### config.mk
export PLATFORM = sky130hd
export DESIGN_NAME = turn_lane_spec_parser_top_flat
export DESIGN_NICKNAME = d
export VERILOG_FILES = /design/src/rtl/tlsp_pkg.sv /design/src/rtl/tlsp_if.sv /design/src/rtl/turn_lane_spec_parser_top.sv /design/src/rtl/tlsp_front.sv /design/src/rtl/tlsp_cmd_fifo.sv /design/src/rtl/tlsp_back.sv /design/src/flat_wrapper.sv
export SDC_FILE = /design/constraint.sdc
export NUM_CORES = 1
export LEC_CHECK = 0
export BUFFER_PORTS_ARGS = -buffer_cell sky130_fd_sc_hd__buf_4
export CAP_MARGIN = 20
export CORE_AREA = 4 4 140 142
export CTS_BUF_LIST = sky130_fd_sc_hd__clkbuf_4 sky130_fd_sc_hd__clkbuf_8
export DETAILED_ROUTE_END_ITERATION = 8
export DIE_AREA = 0 0 144 146
export PLACE_DENSITY = 0.69
export SYNTH_ARGS = -nofsm -noshare
export SYNTH_HDL_FRONTEND = slang
export SYNTH_SLANG_ARGS = --single-unit
### constraint.sdc
create_clock -name clk -period 3.12 [get_ports clk]
set_input_delay 0.312 -clock clk [delete_from_list [all_inputs] [get_ports clk]]
set_output_delay 0.312 -clock clk [all_outputs]
set_load 0.01 [all_outputs]
### src/rtl/tlsp_pkg.sv
// ----------------------------------------------------------------------------
// tlsp_pkg
// shared constants, codes, word tables and inter-module structs of the
// lane-turn text parser
// ----------------------------------------------------------------------------
package tlsp_pkg;

	localparam int MAX_LANES_DEF = 16;
	localparam int CFG_W         = 5;
	localparam int IDX_MAX_W     = 6;   // covers lane numbers up to 64 lanes

	// action codes
	localparam logic ACT_CHAR = 1'b0;
	localparam logic ACT_END  = 1'b1;

	// status codes
	localparam logic STATUS_LANES  = 1'b0;
	localparam logic STATUS_REJECT = 1'b1;

	// separators
	localparam logic [7:0] CH_BAR  = 8'h7C;
	localparam logic [7:0] CH_SEMI = 8'h3B;
	localparam logic [7:0] CH_L    = 8'h6C;
	localparam logic [7:0] CH_R    = 8'h72;

	// turn mask bits
	localparam logic [2:0] TURN_NONE    = 3'b000;
	localparam logic [2:0] TURN_LEFT    = 3'b001;
	localparam logic [2:0] TURN_THROUGH = 3'b010;
	localparam logic [2:0] TURN_RIGHT   = 3'b100;

	// lane mask write from front to the mask buffer
	typedef struct packed {
		logic                 en;
		logic                 bank;
		logic [IDX_MAX_W-1:0] idx;
		logic [2:0]           data;
	} wr_t;

	// end-of-text command queued for the back end
	typedef struct packed {
		logic                 reject;
		logic                 bank;
		logic [IDX_MAX_W-1:0] last_idx;
	} cmd_t;

	// buffer bank released by the back end
	typedef struct packed {
		logic valid;
		logic bank;
	} free_t;

	function automatic logic [7:0] none_ch(input logic [2:0] p);
		case (p)
			3'd0: none_ch = 8'h6E;   // n
			3'd1: none_ch = 8'h6F;   // o
			3'd2: none_ch = 8'h6E;   // n
			3'd3: none_ch = 8'h65;   // e
			default: none_ch = 8'h00;
		endcase
	endfunction

	function automatic logic [7:0] through_ch(input logic [2:0] p);
		case (p)
			3'd0: through_ch = 8'h74;   // t
			3'd1: through_ch = 8'h68;   // h
			3'd2: through_ch = 8'h72;   // r
			3'd3: through_ch = 8'h6F;   // o
			3'd4: through_ch = 8'h75;   // u
			3'd5: through_ch = 8'h67;   // g
			3'd6: through_ch = 8'h68;   // h
			default: through_ch = 8'h00;
		endcase
	endfunction

	function automatic logic [7:0] reverse_ch(input logic [2:0] p);
		case (p)
			3'd0: reverse_ch = 8'h72;   // r
			3'd1: reverse_ch = 8'h65;   // e
			3'd2: reverse_ch = 8'h76;   // v
			3'd3: reverse_ch = 8'h65;   // e
			3'd4: reverse_ch = 8'h72;   // r
			3'd5: reverse_ch = 8'h73;   // s
			3'd6: reverse_ch = 8'h65;   // e
			default: reverse_ch = 8'h00;
		endcase
	endfunction

	function automatic logic [7:0] merge_ch(input logic [2:0] p);
		case (p)
			3'd0: merge_ch = 8'h6D;   // m
			3'd1: merge_ch = 8'h65;   // e
			3'd2: merge_ch = 8'h72;   // r
			3'd3: merge_ch = 8'h67;   // g
			3'd4: merge_ch = 8'h65;   // e
			default: merge_ch = 8'h00;
		endcase
	endfunction

	function automatic logic [7:0] left_ch(input logic [2:0] p);
		case (p)
			3'd0: left_ch = 8'h6C;   // l
			3'd1: left_ch = 8'h65;   // e
			3'd2: left_ch = 8'h66;   // f
			3'd3: left_ch = 8'h74;   // t
			default: left_ch = 8'h00;
		endcase
	endfunction

	function automatic logic [7:0] right_ch(input logic [2:0] p);
		case (p)
			3'd0: right_ch = 8'h72;   // r
			3'd1: right_ch = 8'h69;   // i
			3'd2: right_ch = 8'h67;   // g
			3'd3: right_ch = 8'h68;   // h
			3'd4: right_ch = 8'h74;   // t
			default: right_ch = 8'h00;
		endcase
	endfunction

endpackage

### src/rtl/tlsp_if.sv
// ----------------------------------------------------------------------------
// tlsp_if
// valid/ready channels of the lane-turn text parser: text bytes in,
// lane results out
// ----------------------------------------------------------------------------
interface tlsp_in_if;
	logic       valid;
	logic       ready;
	logic       action;
	logic [7:0] character;

	modport source (output valid, output action, output character, input ready);
	modport sink (input valid, input action, input character, output ready);
endinterface

interface tlsp_out_if;
	logic       valid;
	logic       ready;
	logic       status;
	logic [3:0] lane_index;
	logic [2:0] turn_mask;
	logic       last;

	modport source (output valid, output status, output lane_index, output turn_mask,
		output last, input ready);
	modport sink (input valid, input status, input lane_index, input turn_mask,
		input last, output ready);
endinterface

### src/rtl/turn_lane_spec_parser_top.sv
// ----------------------------------------------------------------------------
// turn_lane_spec_parser_top
// lane-turn text parser: takes a text byte by byte, classifies each part of
// each '|' token into a left/through/right mask and gives one mask per lane
// at the end marker, or a single reject result
// ----------------------------------------------------------------------------
//
//  channel   dir  handshake      payload
//  text_ch   in   valid/ready    action, character
//  lane_ch   out  valid/ready    status, lane_index, turn_mask, last
//  cfg       in   cfg_we         cfg_wdata (expected_lanes)
//
//  a text byte is taken every cycle while its bank is free; the end marker is taken the same way
//  the first lane result is offered once the end marker has passed the command queue,
//  the buffer read stage and the output register, then one per cycle while lane_ch is ready
//  the mask buffer has two banks, so the next text streams in while the
//  previous one drains; a third text stalls until the first bank is read out
//  a stalled lane_ch freezes the back end; the byte side keeps going
//  until it needs a bank that is still waiting to be read
//  arst_n clears all control state; expected_lanes resets to one
//
module turn_lane_spec_parser_top #(
	parameter int MAX_LANES = tlsp_pkg::MAX_LANES_DEF
) (
	input  logic                       clk,
	input  logic                       arst_n,
	tlsp_in_if.sink                    text_ch,
	tlsp_out_if.source                 lane_ch,
	input  logic                       cfg_we,
	input  logic [tlsp_pkg::CFG_W-1:0] cfg_wdata
);

	// expected lane count
	logic [tlsp_pkg::CFG_W-1:0] exp_lanes_q;

	// front to buffer and queue
	tlsp_pkg::wr_t   wr;
	logic            cmd_push;
	tlsp_pkg::cmd_t  cmd;

	// queue to back end
	logic            head_valid;
	tlsp_pkg::cmd_t  head;
	logic            pop;

	// bank release back to the front
	tlsp_pkg::free_t free;

	always_ff @(posedge clk or negedge arst_n) begin
		if (!arst_n) begin
			exp_lanes_q <= tlsp_pkg::CFG_W'(1);
		end else if (cfg_we) begin
			exp_lanes_q <= cfg_wdata;
		end
	end

	// classifier: part matching, token masks, count check at the end marker
	tlsp_front #(
		.MAX_LANES (MAX_LANES)
	) u_front (
		.clk       (clk),
		.arst_n    (arst_n),
		.text      (text_ch),
		.exp_lanes (exp_lanes_q),
		.wr        (wr),
		.cmd_push  (cmd_push),
		.cmd       (cmd),
		.free      (free)
	);

	// one command per finished text
	tlsp_cmd_fifo u_fifo (
		.clk        (clk),
		.arst_n     (arst_n),
		.push       (cmd_push),
		.cmd_in     (cmd),
		.pop        (pop),
		.head_valid (head_valid),
		.head       (head)
	);

	// sequencer: lane masks out of the buffer, one transfer per cycle while lane_ch is ready
	tlsp_back #(
		.MAX_LANES (MAX_LANES)
	) u_back (
		.clk        (clk),
		.arst_n     (arst_n),
		.wr         (wr),
		.head_valid (head_valid),
		.head       (head),
		.pop        (pop),
		.free       (free),
		.lane       (lane_ch)
	);

endmodule

### src/rtl/tlsp_front.sv
// ----------------------------------------------------------------------------
// tlsp_front
// byte classifier: tracks word matches of the current part, folds parts into
// token masks, writes lane masks and queues one command per text
// ----------------------------------------------------------------------------
module tlsp_front #(
	parameter int MAX_LANES = tlsp_pkg::MAX_LANES_DEF
) (
	input  logic                        clk,
	input  logic                        arst_n,
	tlsp_in_if.sink                     text,
	input  logic [tlsp_pkg::CFG_W-1:0]  exp_lanes,
	output tlsp_pkg::wr_t               wr,
	output logic                        cmd_push,
	output tlsp_pkg::cmd_t              cmd,
	input  tlsp_pkg::free_t             free
);

	localparam int LW = (MAX_LANES > 1) ? $clog2(MAX_LANES) : 1;
	localparam int CW = $clog2(MAX_LANES + 1);
	localparam int TW = (CW + 1 > tlsp_pkg::CFG_W) ? CW + 1 : tlsp_pkg::CFG_W;

	logic [3:0]    part_len_q;
	logic [2:0]    exact_q;      // bit0 none, bit1 through, bit2 reverse
	logic          merge_ok_q;
	logic [2:0]    left_q;
	logic [2:0]    right_q;
	logic [2:0]    tok_mask_q;
	logic [CW-1:0] tok_cnt_q;
	logic          seen_q;
	logic          bank_q;
	logic [1:0]    busy_q;

	logic          accept;
	logic          is_end;
	logic          is_bar;
	logic          is_semi;
	logic          is_take;
	logic [7:0]    c;
	logic [2:0]    part_class;
	logic [2:0]    merged;
	logic [2:0]    exact_nxt;
	logic          merge_nxt;
	logic [2:0]    left_nxt;
	logic [2:0]    right_nxt;
	logic [TW-1:0] total;
	logic          cnt_room;

	function automatic logic [2:0] classify(
		input logic [3:0] len,
		input logic [2:0] ex,
		input logic       mok,
		input logic [2:0] lp,
		input logic [2:0] rp
	);
		if (len == 4'd0 || (ex[0] && len == 4'd4)) begin
			classify = tlsp_pkg::TURN_NONE;
		end else if ((mok && len >= 4'd5) || (ex[1] && len == 4'd7)) begin
			classify = tlsp_pkg::TURN_THROUGH;
		end else if (lp == 3'd4 || (ex[2] && len == 4'd7)) begin
			classify = tlsp_pkg::TURN_LEFT;
		end else if (rp == 3'd5) begin
			classify = tlsp_pkg::TURN_RIGHT;
		end else begin
			classify = tlsp_pkg::TURN_THROUGH;
		end
	endfunction

	assign text.ready = !busy_q[bank_q];
	assign accept     = text.valid && text.ready;
	assign c          = text.character;
	assign is_end     = accept && text.action == tlsp_pkg::ACT_END;
	assign is_bar     = accept && text.action == tlsp_pkg::ACT_CHAR && c == tlsp_pkg::CH_BAR;
	assign is_semi    = accept && text.action == tlsp_pkg::ACT_CHAR && c == tlsp_pkg::CH_SEMI;
	assign is_take    = accept && text.action == tlsp_pkg::ACT_CHAR && !is_bar && !is_semi;

	assign part_class = classify(part_len_q, exact_q, merge_ok_q, left_q, right_q);
	assign merged     = tok_mask_q | part_class;
	assign cnt_room   = tok_cnt_q < CW'(MAX_LANES);

	// per-byte word tracking
	always_comb begin
		exact_nxt[0] = exact_q[0] && part_len_q < 4'd4 && c == tlsp_pkg::none_ch(part_len_q[2:0]);
		exact_nxt[1] = exact_q[1] && part_len_q < 4'd7
			&& c == tlsp_pkg::through_ch(part_len_q[2:0]);
		exact_nxt[2] = exact_q[2] && part_len_q < 4'd7
			&& c == tlsp_pkg::reverse_ch(part_len_q[2:0]);
		merge_nxt = merge_ok_q;
		if (part_len_q < 4'd5 && c != tlsp_pkg::merge_ch(part_len_q[2:0])) begin
			merge_nxt = 1'b0;
		end
		left_nxt = left_q;
		if (left_q < 3'd4) begin
			if (c == tlsp_pkg::left_ch(left_q)) begin
				left_nxt = left_q + 3'd1;
			end else begin
				left_nxt = (c == tlsp_pkg::CH_L) ? 3'd1 : 3'd0;
			end
		end
		right_nxt = right_q;
		if (right_q < 3'd5) begin
			if (c == tlsp_pkg::right_ch(right_q)) begin
				right_nxt = right_q + 3'd1;
			end else begin
				right_nxt = (c == tlsp_pkg::CH_R) ? 3'd1 : 3'd0;
			end
		end
	end

	// token close writes the mask buffer
	always_comb begin
		wr.en   = (is_bar || is_end) && cnt_room;
		wr.bank = bank_q;
		wr.idx  = tlsp_pkg::IDX_MAX_W'(tok_cnt_q[LW-1:0]);
		wr.data = merged;
	end

	// end-of-text command
	always_comb begin
		total = TW'(tok_cnt_q) + TW'(1);
		cmd_push     = is_end;
		cmd.bank     = bank_q;
		cmd.last_idx = tlsp_pkg::IDX_MAX_W'(tok_cnt_q);
		cmd.reject   = !seen_q || exp_lanes == '0 || total > TW'(MAX_LANES)
			|| total != TW'(exp_lanes);
	end

	always_ff @(posedge clk or negedge arst_n) begin
		if (!arst_n) begin
			part_len_q <= '0;
			exact_q    <= '1;
			merge_ok_q <= 1'b1;
			left_q     <= '0;
			right_q    <= '0;
			tok_mask_q <= '0;
			tok_cnt_q  <= '0;
			seen_q     <= 1'b0;
			bank_q     <= 1'b0;
		end else begin
			if (is_take) begin
				exact_q    <= exact_nxt;
				merge_ok_q <= merge_nxt;
				left_q     <= left_nxt;
				right_q    <= right_nxt;
				if (part_len_q != 4'd15) begin
					part_len_q <= part_len_q + 4'd1;
				end
			end
			if (is_bar || is_semi || is_end) begin
				part_len_q <= '0;
				exact_q    <= '1;
				merge_ok_q <= 1'b1;
				left_q     <= '0;
				right_q    <= '0;
			end
			if (is_semi) begin
				tok_mask_q <= merged;
			end
			if (is_bar || is_end) begin
				tok_mask_q <= '0;
			end
			if (is_bar && cnt_room) begin
				tok_cnt_q <= tok_cnt_q + CW'(1);
			end
			if (accept && text.action == tlsp_pkg::ACT_CHAR) begin
				seen_q <= 1'b1;
			end
			if (is_end) begin
				tok_cnt_q <= '0;
				seen_q    <= 1'b0;
				bank_q    <= !bank_q;
			end
		end
	end

	// bank ownership: held from the end marker until the back end has read it
	always_ff @(posedge clk or negedge arst_n) begin
		if (!arst_n) begin
			busy_q <= '0;
		end else begin
			for (int b = 0; b < 2; b++) begin
				if (is_end && bank_q == 1'(b)) begin
					busy_q[b] <= 1'b1;
				end else if (free.valid && free.bank == 1'(b)) begin
					busy_q[b] <= 1'b0;
				end
			end
		end
	end

endmodule

### src/rtl/tlsp_cmd_fifo.sv
// ----------------------------------------------------------------------------
// tlsp_cmd_fifo
// two-entry command queue between the classifier and the result sequencer
// ----------------------------------------------------------------------------
module tlsp_cmd_fifo (
	input  logic           clk,
	input  logic           arst_n,
	input  logic           push,
	input  tlsp_pkg::cmd_t cmd_in,
	input  logic           pop,
	output logic           head_valid,
	output tlsp_pkg::cmd_t head
);

	tlsp_pkg::cmd_t slot_q [2];
	logic           wp_q;
	logic           rp_q;
	logic [1:0]     cnt_q;

	assign head_valid = cnt_q != 2'd0;
	assign head       = slot_q[rp_q];

	always_ff @(posedge clk) begin
		if (push) begin
			slot_q[wp_q] <= cmd_in;
		end
	end

	always_ff @(posedge clk or negedge arst_n) begin
		if (!arst_n) begin
			wp_q  <= 1'b0;
			rp_q  <= 1'b0;
			cnt_q <= '0;
		end else begin
			if (push) begin
				wp_q <= !wp_q;
			end
			if (pop) begin
				rp_q <= !rp_q;
			end
			case ({push, pop})
				2'b10:   cnt_q <= cnt_q + 2'd1;
				2'b01:   cnt_q <= cnt_q - 2'd1;
				default: cnt_q <= cnt_q;
			endcase
		end
	end

endmodule

### src/rtl/tlsp_back.sv
// ----------------------------------------------------------------------------
// tlsp_back
// result sequencer: holds the double-banked lane mask buffer and, while lane is not stalled, walks one
// lane per cycle out of it for each queued command
// ----------------------------------------------------------------------------
module tlsp_back #(
	parameter int MAX_LANES = tlsp_pkg::MAX_LANES_DEF
) (
	input  logic            clk,
	input  logic            arst_n,
	input  tlsp_pkg::wr_t   wr,
	input  logic            head_valid,
	input  tlsp_pkg::cmd_t  head,
	output logic            pop,
	output tlsp_pkg::free_t free,
	tlsp_out_if.source      lane
);

	localparam int LW    = (MAX_LANES > 1) ? $clog2(MAX_LANES) : 1;
	localparam int MEM_D = 2 ** (LW + 1);

	logic [2:0]    mem [MEM_D];
	logic [2:0]    rd_data_q;

	logic [LW-1:0] idx_q;
	logic          v_s1;
	logic          status_s1;
	logic [LW-1:0] idx_s1;
	logic          last_s1;

	logic          out_v_q;
	logic          out_status_q;
	logic [3:0]    out_idx_q;
	logic [2:0]    out_mask_q;
	logic          out_last_q;

	logic          adv;
	logic          issue;
	logic          at_last;

	assign adv     = !out_v_q || lane.ready;
	assign issue   = adv && head_valid;
	assign at_last = head.reject || idx_q == head.last_idx[LW-1:0];
	assign pop     = issue && at_last;

	assign free.valid = pop;
	assign free.bank  = head.bank;

	assign lane.valid      = out_v_q;
	assign lane.status     = out_status_q;
	assign lane.lane_index = out_idx_q;
	assign lane.turn_mask  = out_mask_q;
	assign lane.last       = out_last_q;

	always_ff @(posedge clk) begin
		if (wr.en) begin
			mem[{wr.bank, wr.idx[LW-1:0]}] <= wr.data;
		end
		if (adv) begin
			rd_data_q <= mem[{head.bank, idx_q}];
		end
	end

	// payload of the read stage and the output register
	always_ff @(posedge clk) begin
		if (adv) begin
			status_s1    <= head.reject ? tlsp_pkg::STATUS_REJECT : tlsp_pkg::STATUS_LANES;
			idx_s1       <= head.reject ? '0 : idx_q;
			last_s1      <= at_last;
			out_status_q <= status_s1;
			out_idx_q    <= 4'(idx_s1);
			out_mask_q   <= (status_s1 == tlsp_pkg::STATUS_REJECT) ? tlsp_pkg::TURN_NONE
				: rd_data_q;
			out_last_q   <= last_s1;
		end
	end

	always_ff @(posedge clk or negedge arst_n) begin
		if (!arst_n) begin
			idx_q   <= '0;
			v_s1    <= 1'b0;
			out_v_q <= 1'b0;
		end else begin
			if (adv) begin
				v_s1    <= issue;
				out_v_q <= v_s1;
			end
			if (pop) begin
				idx_q <= '0;
			end else if (issue) begin
				idx_q <= idx_q + LW'(1);
			end
		end
	end

endmodule

### src/flat_wrapper.sv
// flat-port wrapper written by rule: the top's interface ports become plain ports
module turn_lane_spec_parser_top_flat 
#(
	parameter int MAX_LANES = tlsp_pkg::MAX_LANES_DEF
)
  (clk, arst_n, cfg_we, cfg_wdata, text_ch_valid, text_ch_action, text_ch_character, text_ch_ready, lane_ch_valid, lane_ch_status, lane_ch_lane_index, lane_ch_turn_mask, lane_ch_last, lane_ch_ready);
  tlsp_in_if text_ch_i ();
  tlsp_out_if lane_ch_i ();
  input  logic clk;
  input  logic arst_n;
  input  logic cfg_we;
  input  logic [tlsp_pkg::CFG_W-1:0] cfg_wdata;
  input wire logic [$bits(text_ch_i.valid)-1:0] text_ch_valid;
  input wire logic [$bits(text_ch_i.action)-1:0] text_ch_action;
  input wire logic [$bits(text_ch_i.character)-1:0] text_ch_character;
  output wire logic [$bits(text_ch_i.ready)-1:0] text_ch_ready;
  output wire logic [$bits(lane_ch_i.valid)-1:0] lane_ch_valid;
  output wire logic [$bits(lane_ch_i.status)-1:0] lane_ch_status;
  output wire logic [$bits(lane_ch_i.lane_index)-1:0] lane_ch_lane_index;
  output wire logic [$bits(lane_ch_i.turn_mask)-1:0] lane_ch_turn_mask;
  output wire logic [$bits(lane_ch_i.last)-1:0] lane_ch_last;
  input wire logic [$bits(lane_ch_i.ready)-1:0] lane_ch_ready;
  assign text_ch_i.valid = text_ch_valid;
  assign text_ch_i.action = text_ch_action;
  assign text_ch_i.character = text_ch_character;
  assign text_ch_ready = text_ch_i.ready;
  assign lane_ch_valid = lane_ch_i.valid;
  assign lane_ch_status = lane_ch_i.status;
  assign lane_ch_lane_index = lane_ch_i.lane_index;
  assign lane_ch_turn_mask = lane_ch_i.turn_mask;
  assign lane_ch_last = lane_ch_i.last;
  assign lane_ch_i.ready = lane_ch_ready;
  turn_lane_spec_parser_top #(.MAX_LANES(MAX_LANES)) u_core (.clk(clk), .arst_n(arst_n), .text_ch(text_ch_i), .lane_ch(lane_ch_i), .cfg_we(cfg_we), .cfg_wdata(cfg_wdata));
endmodule
## Word-level counts from Yosys, hierarchy flattened

Memories as Yosys holds them, arrays and structs flattened. A register that Yosys moved wholly into a read port is not among the register bits.
Cells that the tools add are included.
Widths: inputs -> output; s select.

| operators by class | value |
|---|---|
| bitwise logic cells | 4 |
| magnitude comparators | 9 |
| reduce and logical (&&, ||, !) cells | 72 |
| muxes and demuxes | 50 |
| add/sub/neg operators | 8 |
| eq/ne operators | 32 |

Operators with widths:

| operator | number |
|---|---|
| $pmux 7 s4 | 3 |
| $mux 3 | 16 |
| $pmux 7 s6 | 1 |
| $eq 8x8->1 | 5 |
| $pmux 7 s5 | 1 |
| $logic_and 1x1->1 | 26 |
| $reduce_bool 2->1 | 13 |
| $eq 8x7->1 const B | 3 |
| $pmux 7 s3 | 1 |
| $mux 4 | 5 |
| $eq 3x2->1 const B | 6 |
| $eq 3x3->1 const B | 6 |
| $mux 1 | 18 |
| $mux 8 | 2 |
| $lt 4x3->1 const B | 3 |
| $logic_or 1x1->1 | 11 |
| $mux 5 | 2 |
| $eq 3x1->1 const B | 3 |
| $logic_not 3->1 | 3 |
| $add 4x1->4 const B | 2 |
| $eq 4x3->1 const B | 2 |
| $eq 8x6->1 const B | 1 |
| $logic_not 1->1 | 8 |
| $ne 8x8->1 | 1 |
| other kinds (23) | 33 |

| word-level totals | value |
|---|---|
| bits in registers | 56 |
| input port bits | 19 |
| memories | 2 |
| memory bits (writable) | 110 |
| logic and storage cells | 202 |
| output and inout port bits | 11 |

Memories:

| name | depth | width | rd ports | clocked after Yosys merged registers in | wr ports | line | source |
|---|---|---|---|---|---|---|---|
| u_core.u_back.mem | 32 | 3 | 1 | 1 | 1 | tlsp_back.sv:22 | `logic [2:0] mem [MEM_D];` |
| u_core.u_fifo.slot_q | 2 | 7 | 1 | 0 | 1 | tlsp_cmd_fifo.sv:15 | `tlsp_pkg::cmd_t slot_q [2];` |

## Longest topological paths before layout

| logic depth | value |
|---|---|
| depth in word-level cells | 11 |
| mapped depth | 9 |
| gate-level depth less buffers | 8 |

## Cells and area by module

Synthesis repeated with hierarchy kept, for this count alone.

| unflattened totals | value |
|---|---|
| cells, all modules | 601 |
| area, all modules | 8237.9 µm² |

Modules (own cells, without submodules):

| module | sequential area each (µm²) | times used | area an instance (µm²) | cells each |
|---|---|---|---|---|
| tlsp_back | 3573.4 | 1 | 4832.1 | 250 |
| tlsp_front | 655.6 | 1 | 2464.9 | 301 |
| tlsp_cmd_fifo | 580.6 | 1 | 758.2 | 40 |
| turn_lane_spec_parser_top | 126.4 | 1 | 182.7 | 10 |

## Worst setup path after synthesis

OpenSTA, ideal clock, no wires.

| path | value |
|---|---|
| kind | register to register |
| from | register u_core.u_front.part_len_q[2] |
| to | register u_core.u_front.exact_q[1] |
| stages on the path, launching flop included | 9 |
| data arrival time | 2.298 ns |
| period minus slack after synthesis | 2.389 ns |
| buffers on the path | 1 |
| data required time | 3.029 ns |
| path slack | 0.731 ns |
| setup time | 0.091 ns |
| cell sequence | dfrtp_1 > clkbuf_1 > inv_2 > ha_1 > a21o_1 > nor4_2 > nor4_1 > or4_1 > o31ai_1 |

| between the ends | value |
|---|---|
| longest elaborated chain between the ends | 7 |
| elaborated cells on any way between the ends | 15 |
| classes of those cells | order compare (1); eq/ne (7); mux (3); reduce/logical (4) |

RTL lines:

| item | line | source |
|---|---|---|
| start: declaration | tlsp_front.sv:23 | `logic [3:0] part_len_q;` |
| start signal: assignment | tlsp_front.sv:146 | `part_len_q <= part_len_q + 4'd1;` |
| $eq 3x1->1 or $eq 3x3->1 (tied branches) | tlsp_pkg.sv:64 | `case (p)` |
| $reduce_or 2->1 (no source line) | - |  |
| $pmux 7 s6 | tlsp_pkg.sv:64 |  |
| $eq 8x8->1 | tlsp_front.sv:85 | `&& c == tlsp_pkg::through_ch(part_len_q[2:0]);` |
| $logic_and 1x1->1 * | tlsp_front.sv:85 |  |
| $mux 3 * | tlsp_front.sv:140 | `if (is_take) begin` |
| $mux 3 * | tlsp_front.sv:149 | `if (is_bar \|\| is_semi \|\| is_end) begin` |
| end signal: assignment | tlsp_front.sv:141 | `exact_q <= exact_nxt;` |
| end: declaration | tlsp_front.sv:24 | `logic [2:0] exact_q;` |

Every way passes the cells marked *; elsewhere a longest branch is shown, timed or not. The select of a mux whose other input is x is not followed.
A chain may end at the register's enable or synchronous reset.

## Final worst setup path

| path | value |
|---|---|
| from | register u_core.u_front.part_len_q[0] |
| to | register u_core.u_front.exact_q[1] |

The elaborated chain is that of the path after synthesis.

==> flow_metrics.env <==
export IMPL_status="finished clean"
export IMPL_crit_required_ps=3490
export IMPL_synth_edf_count=126
export IMPL_final_core_util_pct=48.4
export IMPL_dp_hpwl_mm=11.0
export IMPL_start_util_pct=43.8
export IMPL_yosysTopAreaCell="edfxtp_1"
export IMPL_gp_congestion=0.840
export IMPL_rsz0062_at_grt="false"
export IMPL_ys_seq_area_share_pct=59.5
export IMPL_wl_mm=16.2
export IMPL_crit_buf_inv=0
export IMPL_slew_viol_final=0
export IMPL_post_drt_wl_per_cell_um=18.5
export IMPL_grt_ovfl_total=0
export IMPL_num_antenna_cells=0
export IMPL_yosys_most_used_dff="edfxtp_1"
export IMPL_cp_end_kind="flop"
export IMPL_drive_gt1_share_pct=18.5
export IMPL_synth_seq_cells=167
export IMPL_syn_area_mm2=0.00809
export IMPL_grt_antenna_before_repair=0
export IMPL_multi_input_area_mm2=0.00305
export IMPL_worstPathCellList="ha_1 -> ha_1 -> a21o_1 -> nor4_2 -> nor4_1 -> or4_1 -> o31ai_1"
export IMPL_critPathLaunchType="flop"
export IMPL_ff_latch_area_mm2=0.00482
export IMPL_path_common_cell="ha_1"
export IMPL_syn_avg_cell_area_um2=13.5
export IMPL_drcViolationCount=0
export IMPL_fmax_ghz=0.373
export IMPL_coreArea_mm2=0.0185
export IMPL_finalHoldViolCount=0
export IMPL_slowest_delay_ps=510
export IMPL_grt_pass1_vias=5158
export IMPL_drtIter0Drc=408
export IMPL_grt_start_max_net_pins=42
export IMPL_p_leak_uw=0.00313
export IMPL_fin_crit_sh_pct=85.9
export IMPL_vias=5033
export IMPL_critical_path_arrival_ps=3050
export IMPL_ys_warn_count=0
export IMPL_peakVddDrop_mv=0.284
export IMPL_post_cts_resize_count=0
export IMPL_die_y_um=146
export IMPL_track_usage_pct=16.1
export IMPL_fp_dieW_um=144
export IMPL_r2r_slack_ps=440
export IMPL_crit_path_max_fanout=11
export IMPL_num_rows=50
export IMPL_cts_buffers_inserted=17
export IMPL_syn_num_nets=643
export IMPL_ys_top_cells_by_area="edfxtp_1 (47%), dfrtp_1 (11%), mux4_2 (7.8%)"
export IMPL_synth_distinct_cells=70
export IMPL_clockRootBuffer="clkbuf_8"
export IMPL_finalCriticalPeriod_ps=2680
export IMPL_finalSetupTns_ps=0
export IMPL_grt_pass1_wl_mm=26.6
export IMPL_clk_pin_slew_ps=90
export IMPL_yosys_area_top_type_share_pct=46.8
export IMPL_cap_violations=0
export IMPL_antenna_left=0
export IMPL_clock_sinks=167
export IMPL_dpl_worst_slack_ps=471
export IMPL_ioPinCount=30
export IMPL_routed_via_density=5.75
export IMPL_ctsHtreeMaxLevel=4
export IMPL_power_density_mw_per_mm2=677
export IMPL_cts_tree="done"
export IMPL_drtPass1Iterations=5
export IMPL_skew_ps=12.7
export IMPL_port_buffers=29
export IMPL_crit_family="simple AND/OR/NAND/NOR gates"
export IMPL_hold_path_class="primary input to flop"
export IMPL_netlist_instances=600
export IMPL_finalSetupViolCount=0
export IMPL_fin_nets=672
export IMPL_synthArstFlopShare_pct=24.6
export IMPL_tightest_slew_ps=932
export IMPL_worstSetupPathType="flop to flop"
export IMPL_fillers=1545
export IMPL_slew_headroom_pct=37.9
export IMPL_timing_final_ws_setup_ps=441
export IMPL_clockBufferDepth=2
export IMPL_syn_to_final_growth_pct=10.3
export IMPL_slowest_stage="or4_1"
export IMPL_clock_latency_ps=450
export IMPL_dieArea_mm2=0.0210
flip-flops by register name, indices dropped and copies added, names as in the netlist, 4 cells and up:
name,flops
u_core.exp_lanes_q,5
u_core.u_back.mem,96
u_core.u_front.tok_cnt_q,5
u_core.u_back.lane.lane_index,4
u_core.u_back.idx_s1,4
u_core.u_fifo.slot_q,12
u_core.u_back.idx_q,4
u_core.u_front.part_len_q,4
stage by stage:
step                cells  cell area [um2]  hold WS, ps  total power (uW)
floorplan             600             8090         16.4              4180
global placement      843             8550          342              4600
detailed placement    843             8550          350              4670
CTS                   876             8930         41.0              6090
global route          876             8930         61.1              6380
finish                876             8930         83.0              6050
routing by layer:
layer	GRT usage, %	share of wire (%)	routed length [um]	vias to the layer above
met5	0	0	0	-
met4	5.93	1.7	270	0
met3	3.65	4.9	789	27
met2	26.1	50	8100	144
met1	21.2	43	7040	2519
li1	-	-	-	2343
power breakdown:
part | switching, uW | total, uW | internal [uW] | leakage, uW
Clock | 788 | 1420 | 630 | 0.000172
Combinational | 997 | 1710 | 713 | 0.00123
Sequential | 154 | 2920 | 2760 | 0.00173
kinds of logic after synthesis:
family,count (synthesis),synth area share (%)
xor+xnor,24,2.60
simple gates,190,12.2
flops,167,59.5
buf+inv,52,2.78
mux,49,10.9
compound gates,94,8.30
fa+ha+maj,24,3.71
placed cells by master, fill, tap and decap left out, drive strengths merged, types with 14 or more instances in the layout:
master,instances
buf,40
nor2,59
mux4,30
edfxtp,126
ha,24
clkbuf,17
nand2,28
a21oi,14
dfrtp,36
xnor2,20
inv,23
o21ai,22
nand3,18
worst paths after layout:
check	startpoint	end	depth (start not counted)
max	u_core.u_front.part_len_q[0]$_DFFE_PN0P_	u_core.u_front.exact_q[1]$_DFFE_PN1P_	7
min	cfg_we	u_core.exp_lanes_q[0]$_DFFE_PN1P_	2
min in group asynchronous	arst_n	u_core.u_back.lane.valid$_DFFE_PN0P_	2
max reg2reg	u_core.u_front.part_len_q[0]$_DFFE_PN0P_	u_core.u_front.exact_q[1]$_DFFE_PN1P_	7
max in group asynchronous	arst_n	u_core.u_front.exact_q[0]$_DFFE_PN1P_	2
min reg2reg	u_core.u_back.idx_s1[2]$_SDFFCE_PP0P_	u_core.u_back.lane.lane_index[2]$_DFFE_PP_	0
cells in the mapped netlist (7+ instances only):
library cell  instances
mux4_2               28
a21oi_1              14
nor3_1               12
dfrtp_1              36
nand2b_1              9
xnor2_1              20
inv_1                17
mux2_2                7
o21ai_0              10
edfxtp_1            126
nor4_1                7
ha_1                 24
mux2i_1              12
clkbuf_1             24
o21ai_1              12
nand2_1              28
or3_1                 7
and2_1                8
nand3_1              18
nor2b_1               9
nor2_1               59
what timing repair did:
item | 4_1_cts | 5_1_grt
buffers inserted | 0 | 0
hold buffers | 1 | 0
endpoints found under the setup margin | 0 | 0
endpoints found under the hold margin | 36 | 0
final cells by class:
type	count	share of cell area, %
Sequential cell	167	54.0
Clock buffer	17	2.62
Multi-Input combinational cell	381	34.2
Timing Repair Buffer	41	3.62
Inverter	21	0.883
Tap cell	234	3.28
Clock inverter	15	1.47
Power figures use the tool's default switching activity.
